==> config.mk <==
export PLATFORM = sky130hd
export DESIGN_NAME = log_band_spectrum_peak_meter
export DESIGN_NICKNAME = d
export VERILOG_FILES = /design/src/lbspm_pkg.sv /design/src/lbspm_band_track.sv /design/src/lbspm_isqrt.sv /design/src/log_band_spectrum_peak_meter.sv
export SDC_FILE = /design/constraint.sdc
export NUM_CORES = 2
export LEC_CHECK = 0
export BUFFER_PORTS_ARGS = -buffer_cell sky130_fd_sc_hd__buf_4
export CAP_MARGIN = 20
export CELL_PAD_IN_SITES_DETAIL_PLACEMENT = 1
export CELL_PAD_IN_SITES_GLOBAL_PLACEMENT = 2
export CORE_MARGIN = 2
export CORE_UTILIZATION = 39
export CTS_BUF_LIST = sky130_fd_sc_hd__clkbuf_4 sky130_fd_sc_hd__clkbuf_8
export DETAILED_ROUTE_END_ITERATION = 10
export PLACE_DENSITY_LB_ADDON = 0.25
export REMOVE_ABC_BUFFERS = 1
export SETUP_SLACK_MARGIN = 0.05
export SLEW_MARGIN = 20
export SYNTH_ARGS = -nofsm -noshare
export SYNTH_HDL_FRONTEND = slang
export SYNTH_SLANG_ARGS = --single-unit
==> constraint.sdc <==
create_clock -name clk -period 6.9 [get_ports clk]
set_input_delay 2.07 -clock clk [delete_from_list [all_inputs] [get_ports clk]]
set_output_delay 2.07 -clock clk [all_outputs]
set_load 0.02 [all_outputs]
==> src/lbspm_pkg.sv <==
// Shared types, constants and elaboration-time functions of the band peak meter.
// Used by lbspm_band_track, lbspm_isqrt and log_band_spectrum_peak_meter; depends on nothing.
package lbspm_pkg;

    localparam int MAG_W          = 16;
    localparam int HEIGHT_W       = 10;
    localparam int BAND_W         = 6;
    localparam int POS_W          = 10;
    localparam int EDGE_SLOTS     = 64;
    localparam int BAND_COUNT_DEF = 16;
    localparam int BIN_MAX        = 1023;
    localparam int EDGE_EXP_STEP  = 10;
    localparam int LEVEL_OFFSET   = 4;
    localparam int LEVEL_SHIFT    = 8;

    localparam logic [HEIGHT_W-1:0] HEIGHT_RESET = 10'd127;

    // Height times three, its square, and the radicand 9*h*h*peak.
    localparam int H3_W   = HEIGHT_W + 2;
    localparam int HH_W   = 2 * H3_W;
    localparam int RAD_W  = HH_W + MAG_W;
    localparam int ROOT_W = RAD_W / 2;
    localparam int Q_W    = ROOT_W - LEVEL_SHIFT;

    // Width used for exact powers at elaboration: 1024^63 is 2^630.
    localparam int BIG_W = 720;

    typedef logic [POS_W-1:0] edge_tab_t [0:EDGE_SLOTS-1];

    typedef enum logic [2:0] {
        ST_IDLE,
        ST_SQUARE,
        ST_SCALE,
        ST_ROOT,
        ST_HOLD
    } lbspm_state_t;

    // What the band tracker reports about the bin on its input.
    typedef struct packed {
        logic              hit;
        logic              last;
        logic [BAND_W-1:0] band;
        logic [MAG_W-1:0]  peak;
    } band_event_t;

    // True when k^b <= 2^a, exact.
    function automatic logic pow_fits(int k, int b, int a);
        logic [BIG_W-1:0] acc;
        int i;
        acc = BIG_W'(1);
        for (i = 0; i < b; i++)
        begin
            acc = acc * BIG_W'(k);
        end
        return acc <= (BIG_W'(1) << a);
    endfunction

    // Largest k in 1..1024 with k^b <= 2^a.
    function automatic int floor_pow2(int a, int b);
        int lo;
        int hi;
        int mid;
        lo = 1;
        hi = 1024;
        while (lo < hi)
        begin
            mid = (lo + hi + 1) >> 1;
            if (pow_fits(mid, b, a))
                lo = mid;
            else
                hi = mid - 1;
        end
        return lo;
    endfunction

    // Last bin of every band; entries past the band count stay zero.
    function automatic edge_tab_t build_edges(int bands);
        edge_tab_t t;
        int x;
        int b0;
        int b1;
        t  = '{default: '0};
        b0 = 0;
        for (x = 0; x < bands && x < EDGE_SLOTS; x++)
        begin
            b1 = floor_pow2(EDGE_EXP_STEP * x, bands - 1);
            if (b1 > BIN_MAX)
                b1 = BIN_MAX;
            if (b1 <= b0)
                b1 = b0 + 1;
            t[x] = POS_W'(b1);
            b0   = b1;
        end
        return t;
    endfunction

endpackage

==> src/lbspm_band_track.sv <==
// Bin counter, band counter and running peak of the band peak meter.
// Depends on lbspm_pkg for widths, the band event struct and the edge table builder.
module lbspm_band_track #(
    parameter int BAND_COUNT = lbspm_pkg::BAND_COUNT_DEF
) (
    input  logic                           clk,
    input  logic                           rst_n,
    input  logic                           accept,
    input  logic [lbspm_pkg::MAG_W-1:0]    magnitude,
    input  logic                           frame_last,
    output lbspm_pkg::band_event_t         evt
);

    localparam lbspm_pkg::edge_tab_t EDGES = lbspm_pkg::build_edges(BAND_COUNT);
    localparam logic [lbspm_pkg::BAND_W-1:0] LAST_BAND = lbspm_pkg::BAND_W'(BAND_COUNT - 1);

    logic [lbspm_pkg::POS_W-1:0]  pos_reg,  pos_next;
    logic [lbspm_pkg::BAND_W-1:0] band_reg, band_next;
    logic [lbspm_pkg::MAG_W-1:0]  peak_reg, peak_next;

    logic                          pos_nz;
    logic [lbspm_pkg::MAG_W-1:0]  peak_upd;
    logic [lbspm_pkg::POS_W-1:0]  pos_inc;

    always_comb
    begin
        pos_nz   = (pos_reg != '0);
        peak_upd = peak_reg;
        if (pos_nz && magnitude > peak_reg)
            peak_upd = magnitude;

        evt.hit  = pos_nz && (pos_reg == EDGES[band_reg]);
        evt.last = (band_reg == LAST_BAND);
        evt.band = band_reg;
        evt.peak = peak_upd;

        pos_inc   = pos_reg + 1'b1;
        pos_next  = pos_inc;
        band_next = band_reg;
        peak_next = peak_upd;
        if (evt.hit)
        begin
            peak_next = '0;
            if (band_reg != LAST_BAND)
                band_next = band_reg + 1'b1;
        end
        // End of frame, or the bin counter wrapped: start a fresh frame.
        if (frame_last || pos_inc == '0)
        begin
            pos_next  = '0;
            band_next = '0;
            peak_next = '0;
        end
    end

    always_ff @(posedge clk or negedge rst_n)
    begin
        if (!rst_n)
        begin
            pos_reg  <= '0;
            band_reg <= '0;
            peak_reg <= '0;
        end
        else if (accept)
        begin
            pos_reg  <= pos_next;
            band_reg <= band_next;
            peak_reg <= peak_next;
        end
    end

endmodule

==> src/lbspm_isqrt.sv <==
// Iterative integer square root, one result bit per cycle, restoring method.
// Depends on lbspm_pkg for the radicand and root widths.
module lbspm_isqrt (
    input  logic                          clk,
    input  logic                          rst_n,
    input  logic                          start,
    input  logic [lbspm_pkg::RAD_W-1:0]   radicand,
    output logic                          done,
    output logic [lbspm_pkg::ROOT_W-1:0]  root
);

    localparam int ROOT_W = lbspm_pkg::ROOT_W;
    localparam int RAD_W  = lbspm_pkg::RAD_W;
    localparam int REM_W  = ROOT_W + 1;
    localparam int TRY_W  = ROOT_W + 3;
    localparam int CNT_W  = $clog2(ROOT_W);
    localparam logic [CNT_W-1:0] CNT_LAST = CNT_W'(ROOT_W - 1);

    logic [RAD_W-1:0]  rad_reg;
    logic [REM_W-1:0]  rem_reg;
    logic [ROOT_W-1:0] root_reg;
    logic [CNT_W-1:0]  cnt_reg;
    logic              busy_reg;
    logic              done_reg;

    logic [TRY_W-1:0]  rem_shift;
    logic [TRY_W-1:0]  trial;
    logic              take;

    always_comb
    begin
        rem_shift = {rem_reg, rad_reg[RAD_W-1 -: 2]};
        trial     = TRY_W'({root_reg, 2'b01});
        take      = (rem_shift >= trial);
    end

    always_ff @(posedge clk or negedge rst_n)
    begin
        if (!rst_n)
        begin
            busy_reg <= 1'b0;
            done_reg <= 1'b0;
            cnt_reg  <= '0;
        end
        else
        begin
            done_reg <= 1'b0;
            if (start)
            begin
                busy_reg <= 1'b1;
                cnt_reg  <= '0;
            end
            else if (busy_reg)
            begin
                cnt_reg <= cnt_reg + 1'b1;
                if (cnt_reg == CNT_LAST)
                begin
                    busy_reg <= 1'b0;
                    done_reg <= 1'b1;
                end
            end
        end
    end

    always_ff @(posedge clk)
    begin
        if (start)
        begin
            rad_reg  <= radicand;
            rem_reg  <= '0;
            root_reg <= '0;
        end
        else if (busy_reg)
        begin
            rad_reg  <= {rad_reg[RAD_W-3:0], 2'b00};
            rem_reg  <= take ? REM_W'(rem_shift - trial) : REM_W'(rem_shift);
            root_reg <= {root_reg[ROOT_W-2:0], take};
        end
    end

    assign done = done_reg;
    assign root = root_reg;

endmodule

==> src/log_band_spectrum_peak_meter.sv <==
// Top level of the logarithmic spectrum band peak meter: sequencer and output register.
// Depends on lbspm_pkg, lbspm_band_track and lbspm_isqrt.

// The block takes frames of 1024 FFT magnitude bins, one bin per slave-side transfer,
// with tlast on the final bin. Bin 0 is skipped; bins 1 to 1023 fall into BAND_COUNT
// bands whose last bins follow floor(2^(10x/(BAND_COUNT-1))), capped at 1023, with at
// least one bin per band. On the bin that closes a band, one master-side transfer
// carries the band number and its level, floor(sqrt(peak/65536)*3*height - 4) clamped
// to 0..height, where height is the configuration register (reset 127). After a bin
// that closes a band, no bin is accepted until the sequencer has squared three times
// the height, scaled it by the peak, run the bit-serial square root (20 root bits,
// one per cycle through a single compare-subtract unit, then the root is handed over)
// and loaded the output register; that load waits while the register is still full.
// A finished result waits in the output register, so the next bins are taken while
// it waits. A short frame leaves its unfinished bands unreported; the height should
// be written only while no band result is pending.
module log_band_spectrum_peak_meter #(
    parameter int BAND_COUNT = lbspm_pkg::BAND_COUNT_DEF
) (
    input  logic        clk,
    input  logic        rst_n,
    // Configuration: level_height.
    input  logic        cfg_valid,
    output logic        cfg_ready,
    input  logic [9:0]  cfg_data,
    // Bins in.
    input  logic        s_tvalid,
    output logic        s_tready,
    input  logic [15:0] s_tdata,    // [15:0] magnitude
    input  logic        s_tlast,    // frame_last
    // Band levels out.
    output logic        m_tvalid,
    input  logic        m_tready,
    output logic [15:0] m_tdata,    // [5:0] band_index, [15:6] level
    output logic        m_tlast     // band_last
);

    localparam int HEIGHT_W = lbspm_pkg::HEIGHT_W;
    localparam int BAND_W   = lbspm_pkg::BAND_W;
    localparam int MAG_W    = lbspm_pkg::MAG_W;
    localparam int H3_W     = lbspm_pkg::H3_W;
    localparam int HH_W     = lbspm_pkg::HH_W;
    localparam int RAD_W    = lbspm_pkg::RAD_W;
    localparam int ROOT_W   = lbspm_pkg::ROOT_W;
    localparam int Q_W      = lbspm_pkg::Q_W;
    localparam logic [Q_W-1:0] Q_OFFSET = Q_W'(lbspm_pkg::LEVEL_OFFSET);
    localparam logic [BAND_W-1:0] LAST_BAND = BAND_W'(BAND_COUNT - 1);

    lbspm_pkg::lbspm_state_t state_reg, state_next;
    lbspm_pkg::band_event_t  evt;

    logic [HEIGHT_W-1:0] height_reg;

    logic [MAG_W-1:0]    peak_reg;
    logic [BAND_W-1:0]   band_reg;
    logic                blast_reg;
    logic [HH_W-1:0]     hh_reg;
    logic [HEIGHT_W-1:0] lvl_reg, lvl_next;

    logic                out_valid_reg;
    logic [BAND_W-1:0]   out_band_reg;
    logic [HEIGHT_W-1:0] out_level_reg;
    logic                out_last_reg;

    logic                in_accept;
    logic                sqrt_start;
    logic                sqrt_done;
    logic [ROOT_W-1:0]   sqrt_root;
    logic [RAD_W-1:0]    radicand;
    logic [H3_W-1:0]     h3;
    logic [Q_W-1:0]      q;
    logic [Q_W-1:0]      q_sub;
    logic                out_load;

    assign cfg_ready = 1'b1;
    assign s_tready  = (state_reg == lbspm_pkg::ST_IDLE);
    assign in_accept = s_tvalid && s_tready;

    always_ff @(posedge clk or negedge rst_n)
    begin
        if (!rst_n)
            height_reg <= lbspm_pkg::HEIGHT_RESET;
        else if (cfg_valid && cfg_ready)
            height_reg <= cfg_data;
    end

    lbspm_band_track #(
        .BAND_COUNT (BAND_COUNT)
    ) u_track (
        .clk        (clk),
        .rst_n      (rst_n),
        .accept     (in_accept),
        .magnitude  (s_tdata[MAG_W-1:0]),
        .frame_last (s_tlast),
        .evt        (evt)
    );

    // Radicand 9*h*h*peak; the product feeds the root unit's input register directly.
    assign h3       = H3_W'(height_reg) + H3_W'({height_reg, 1'b0});
    assign radicand = RAD_W'(hh_reg) * RAD_W'(peak_reg);

    lbspm_isqrt u_isqrt (
        .clk      (clk),
        .rst_n    (rst_n),
        .start    (sqrt_start),
        .radicand (radicand),
        .done     (sqrt_done),
        .root     (sqrt_root)
    );

    // Level: drop the eight fraction bits of the root, subtract the offset, clamp.
    always_comb
    begin
        q     = sqrt_root[ROOT_W-1 -: Q_W];
        q_sub = q - Q_OFFSET;
        if (q < Q_OFFSET)
            lvl_next = '0;
        else if (q_sub > Q_W'(height_reg))
            lvl_next = height_reg;
        else
            lvl_next = q_sub[HEIGHT_W-1:0];
    end

    always_comb
    begin
        state_next = state_reg;
        sqrt_start = 1'b0;
        out_load   = 1'b0;
        case (state_reg)
            lbspm_pkg::ST_IDLE:
            begin
                if (in_accept && evt.hit)
                    state_next = lbspm_pkg::ST_SQUARE;
            end
            lbspm_pkg::ST_SQUARE:
            begin
                state_next = lbspm_pkg::ST_SCALE;
            end
            lbspm_pkg::ST_SCALE:
            begin
                sqrt_start = 1'b1;
                state_next = lbspm_pkg::ST_ROOT;
            end
            lbspm_pkg::ST_ROOT:
            begin
                if (sqrt_done)
                    state_next = lbspm_pkg::ST_HOLD;
            end
            lbspm_pkg::ST_HOLD:
            begin
                if (!out_valid_reg || m_tready)
                begin
                    out_load   = 1'b1;
                    state_next = lbspm_pkg::ST_IDLE;
                end
            end
            default:
            begin
                state_next = lbspm_pkg::ST_IDLE;
            end
        endcase
    end

    always_ff @(posedge clk or negedge rst_n)
    begin
        if (!rst_n)
            state_reg <= lbspm_pkg::ST_IDLE;
        else
            state_reg <= state_next;
    end

    // Working registers of the band being reported.
    always_ff @(posedge clk)
    begin
        if (in_accept && evt.hit)
        begin
            peak_reg  <= evt.peak;
            band_reg  <= evt.band;
            blast_reg <= evt.last;
        end
        if (state_reg == lbspm_pkg::ST_SQUARE)
            hh_reg <= HH_W'(h3) * HH_W'(h3);
        if (state_reg == lbspm_pkg::ST_ROOT && sqrt_done)
            lvl_reg <= lvl_next;
    end

    // Output register: holds a result until the master side takes it.
    always_ff @(posedge clk or negedge rst_n)
    begin
        if (!rst_n)
            out_valid_reg <= 1'b0;
        else if (out_load)
            out_valid_reg <= 1'b1;
        else if (m_tready)
            out_valid_reg <= 1'b0;
    end

    always_ff @(posedge clk)
    begin
        if (out_load)
        begin
            out_band_reg  <= band_reg;
            out_level_reg <= lvl_reg;
            out_last_reg  <= blast_reg;
        end
    end

    assign m_tvalid = out_valid_reg;
    assign m_tdata  = {out_level_reg, out_band_reg};
    assign m_tlast  = out_last_reg;

    // The level never exceeds the configured height.
    a_level_clamped: assert property (@(posedge clk) disable iff (!rst_n)
        m_tvalid |-> (m_tdata[15:6] <= height_reg))
        else $error("band level above configured height");

    // Only the final band carries tlast.
    a_last_band: assert property (@(posedge clk) disable iff (!rst_n)
        (m_tvalid && m_tlast) |-> (m_tdata[5:0] == LAST_BAND))
        else $error("tlast on a band other than the last");

    // A bin that closes a band blocks the input until its level is done.
    a_close_blocks: assert property (@(posedge clk) disable iff (!rst_n)
        (in_accept && evt.hit) |=> !s_tready)
        else $error("input accepted while a band level is in progress");

    // The root unit finishes only while the sequencer waits for it.
    a_root_done: assert property (@(posedge clk) disable iff (!rst_n)
        sqrt_done |-> (state_reg == lbspm_pkg::ST_ROOT))
        else $error("square root finished outside the root state");

    // A new result is loaded only when the previous one has left.
    a_no_overwrite: assert property (@(posedge clk) disable iff (!rst_n)
        (out_load && out_valid_reg) |-> m_tready)
        else $error("pending band result overwritten");

endmodule
# Word-level counts from Yosys, hierarchy flattened
# Memories as Yosys holds them, arrays and structs flattened.
# Cells that the tools add are included.
# op_classes
add_sub_neg	6
multipliers	2
n_lt_le_gt_ge	5
n_eq_ne	11
muxes	30
bitwise_logic	1
n_reduce_logical	17
# ops
operator	n
40-bit two-way mux	2
16-bit two-way mux	3
24-bit by 16-bit multiplier with 40-bit output	1
10-bit two-way mux	4
12-bit by 12-bit multiplier with 24-bit output	1
23-bit by 22-bit >= comparator with 1-bit output	1
21-bit two-way mux	1
21-bit subtractor	1
6-bit two-way mux	3
16-bit > comparator	1
3-bit case mux with 5 select lines	1
10-bit by 11-bit adder with 12-bit output	1
12-bit by 10-bit > comparator with 1-bit output	1
12-bit by 3-bit < comparator with 1-bit output (second input constant)	1
12-bit by 3-bit subtractor with 12-bit output (second input constant)	1
1-bit two-way mux	11
10-bit by 1-bit adder with 10-bit output (second input constant)	1
10-bit equality test	1
10-bit zero test	1
5-bit two-way mux	2
10-bit nonzero test	1
3-bit two-way mux	3
2-bit nonzero test	4
7-bit >= comparator (second input constant)	1
other kinds (16)	24
# word_totals
reg_bits	208
romBits	640
input_bits	32
elab_cells	93
n_memories	1
# memory_table
memory	words	word_bits	read_ports	rd_ports_with_merged_regs	write_ports	line	text
(name not given)	64	10	1	0	0	lbspm_band_track.sv:32	evt.hit = pos_nz && (pos_reg == EDGES[band_reg]);

# Logic depth before layout (Yosys ltp)
# depth
depth_word	9
depth_mapped	30

# Hierarchy
# From an unflattened synthesis, not the netlist that was laid out.
# unflattened
cells_unflattened	2868
area_unflattened_um2	26937.1
# modules_own_cells
mod	instances	cells_per_inst	area_per_inst_um2	seq_area_each_um2
log_band_spectrum_peak_meter	1	2106	19586.3	2551.2
lbspm_isqrt	1	448	4688.2	2197.1
lbspm_band_track	1	314	2662.6	800.8

# Worst setup path after synthesis
# OpenSTA, ideal clock, no wires.
# synth_path
path_type	register -> register
startpoint	register height_reg[1]
endpoint	register hh_reg[23], data pin
arrival_time_ns	6.831
required_time_ns	6.640
slack_ns	-0.191
stages_incl_launch_ff	28
n_path_buf	0
path_cell_list	dfstp_2 -> ha_1 -> fa_1 -> a21o_1 -> a21oi_1 -> o21ai_0 -> or2_2 -> xnor2_1 -> inv_1 -> nand2_1 -> fa_1 -> inv_1 -> fa_1 -> fa_1 -> fa_1 -> inv_1 -> fa_1 -> inv_1 -> ha_1 -> and3_1 -> nand3_1 -> nor3b_1 -> o32a_1 -> a41o_1 -> o21ai_0 -> nand2_1 -> a31oi_1 -> xnor2_1
# synth_via
elab_chain_len	2
# synth_lines
item	line	text
start, declared	log_band_spectrum_peak_meter.sv:52	logic [HEIGHT_W-1:0] height_reg;
start signal, assigned	log_band_spectrum_peak_meter.sv:82	height_reg <= lbspm_pkg::HEIGHT_RESET;
start signal, assigned	log_band_spectrum_peak_meter.sv:84	height_reg <= cfg_data;
10-bit by 11-bit adder with 12-bit output	log_band_spectrum_peak_meter.sv:99	assign h3 = H3_W'(height_reg) + H3_W'({height_reg, 1'b0});
12-bit by 12-bit multiplier with 24-bit output	log_band_spectrum_peak_meter.sv:182	hh_reg <= HH_W'(h3) * HH_W'(h3);
end signal, assigned	log_band_spectrum_peak_meter.sv:182	
end, declared	log_band_spectrum_peak_meter.sv:57	logic [HH_W-1:0] hh_reg;
# Every way passes these cells.
# A chain may end at the register's enable or synchronous reset.

# Worst setup path after layout
# Ends and elaborated chain as after synthesis.

==> metrics.txt <==
outcome finished, final reports clean; slowest cell on the critical path fa_1; Gate Count Post-Synth between 2000 and 3000; critical path class reg2reg; Tcrit/Tclk final 97.3%; relative slew slack between 30% and 40%; Post-synth EDFFs ~110; clock sink count 207; I/O pins 52; fmax ~0.15 GHz; Initial Utilization 39.3%; layout cells sized above 1 between 10% and 20%; Tightest Pin Transition 0.933 ns; Num CTS Buffers 42; RD Place Congestion 0.888; Final min period 6.71 ns; clk root buf clkbuf_8; Final nets between 3000 and 4000; number of global-route vias before repair 22700; CP most frequent cell fa_1; core area 67000 um2; Worst setup SP type register; Overall Global Routing Usage 22.2%; post-layout util 44.8%; largest family of logic cells by synthesized area adder cells; Area Growth Syn to Fin 14.1%; initial antenna violation count 8; most common cell after layout, fill and taps aside inv_1; Final Max Tran Viols 0; mux cell area share after synthesis 1.67%; skew final 0.0448 ns; flops & latches, synth 207; Die Span Y 264 um; Vias 20100; First DRT Iteration DRCs 726; worst min path class reg2reg; Die ar. around 70000 um2; CP max FO 4; most frequent cells in the layout inv_1 (504), nand2_1 (410), fa_1 (373); global-route wire length before repair 123000 um; Req. time, crit path 7.22 ns; DR vias/cell 5.13; largest net degree at the start of global routing 93; Total Wirelength about 75000 um; Synth cell types 82; sequential share of the synthesized area 21.1%; Final HPWL DP between 60000 and 70000 um; Largest register FFs 40; Most used DFF post-synth edfxtp_1; clk slew on worst S/H paths 0.06 ns; Synth Area in Simple Gates 14.9%; Ys Warns 0; Buffers on Ports 50; critical path's largest stage delay 0.57 ns; drt pass-1 iters 4; Mean Syn Cell Area between 9 and 10 um2; final hold vios 0; Max-Cap Viols 0; CP Capture Type register; async set or reset register ratio after synthesis 25.6%; DRC Markers 0; CTS Buffer Depth 3; final setup vio count 0; post-synthesis compound-gate area fraction between 9 and 10%; Syn Std Cell Area between 20000 and 30000 um2; Post-Synth XOR/XNOR Area around 3.4%; later-pin clock latency in the skew report 0.61 ns; average routed wire per standard cell 19.2 um; Die Wd approximately 260 um; Congestion Overflow GR 0; WP data arrival 7.03 ns; H-Tree Depth 2; Final ANT Viol Nets 0; RSZ-0062 raised after global routing true; Min Hold Slack 0.415 ns; CTS tree done; area share of fa/ha/maj cells after synthesis 40.0%; num rows 95
-- per-stage QoR --
step / setup slack [ns] / setup TNS, ns / area (um2) / cells
3_5_place_dp: -0.376 / -1.32 / 28500 / 3811
4_1_cts: 0.0429 / 0 / 29600 / 3897
2_1_floorplan: -0.191 / -0.345 / 25800 / 2746
6_report: 0.189 / 0 / 30000 / 3922
3_3_place_gp: -0.240 / -0.504 / 28500 / 3811
5_1_grt: -0.0965 / -0.138 / 30000 / 3921
-- worst paths after layout --
path	endpoint	slack [ns]	cells past startpoint	start
max in group asynchronous	u_track.peak_reg[14]	4.81	1	rst_n
min in group asynchronous	m_tvalid	1.52	1	rst_n
min	out_level_reg[0]	0.42	0	lvl_reg[0]
min reg2reg	out_level_reg[0]	0.42	0	lvl_reg[0]
max	hh_reg[23]	0.19	29	height_reg[1]
max reg2reg	hh_reg[23]	0.19	29	height_reg[1]
-- cells by family after synthesis --
family                     Yosys count
AOI/OAI and AO/OA                  412
xor gates and xnor gates           101
adders and majority gates          615
buffers and inverters              629
DFF                                207
muxes                               43
other                                2
and+or+nand+nor                    849
-- timing repair --
action,in CTS,in global routing
pin swaps,14,30
endpoints found under the setup margin,12,23
gates resized for setup,25,32
hold buffers,0,0
endpoints found under the hold margin,0,0
setup buffers,10,20
-- routing by layer --
| layer | vias to the layer above | track usage (%) | wire, um | share of wire, % |
|---|---|---|---|---|
| met3 | 114 | 2.76 | 2340 | 3.1 |
| met1 | 10300 | 27.4 | 32200 | 43 |
| met2 | 283 | 40.2 | 38300 | 51 |
| met4 | 6 | 7.32 | 2280 | 3.0 |
| li1 | 9410 | - | - | - |
| met5 | - | 0 | 46 | 0.061 |
-- Yosys cell counts, drive strengths merged (7+ instances only) --
library cell | number | area, um2
xnor2 | 64 | 561
o21ai | 162 | 815
nand2 | 411 | 1540
dfstp | 7 | 184
and3 | 18 | 113
a211oi | 21 | 173
a21o | 37 | 278
dfxtp | 41 | 821
nor2b | 17 | 106
o31ai | 8 | 73.8
xor2 | 37 | 324
o21a | 14 | 105
clkbuf | 98 | 368
fa | 376 | 7530
or2 | 7 | 43.8
edfxtp | 113 | 3390
and2 | 128 | 801
nand3 | 30 | 155
nand2b | 16 | 100
ha | 239 | 2990
nor2 | 150 | 563
nand4 | 25 | 156
a21oi | 86 | 434
dfrtp | 46 | 1150
and4 | 8 | 70.1
a22o | 17 | 149
buf | 20 | 136
nor3 | 22 | 120
mux2i | 39 | 390
inv | 508 | 1910
a31oi | 14 | 103
-- layout make-up --
cell class                 count  area, um2
fill                        7739      37000
multi-input combinational   2028      18600
sequential                   207       5550
inverter                     511       1920
timing repair buffer         222       1870
tap                          873       1090
clock buffer                  59        724
clock inverter                17        220
antenna                        5       12.5
-- critical path: cells and delay by family (launching register included) --
family | cells | cell delay (ns)
buffers and inverters | 5 | 0.43
AND/OR/NAND/NOR | 7 | 0.72
adder cells (fa/ha/maj) | 8 | 3.18
flip-flops | 1 | 0.40
AO/OA/AOI/OAI | 8 | 1.60
XOR/XNOR | 1 | 0.08
Power is not shown: default switching activity piles up to over one toggle a cycle in this logic, so the estimate is an artifact.
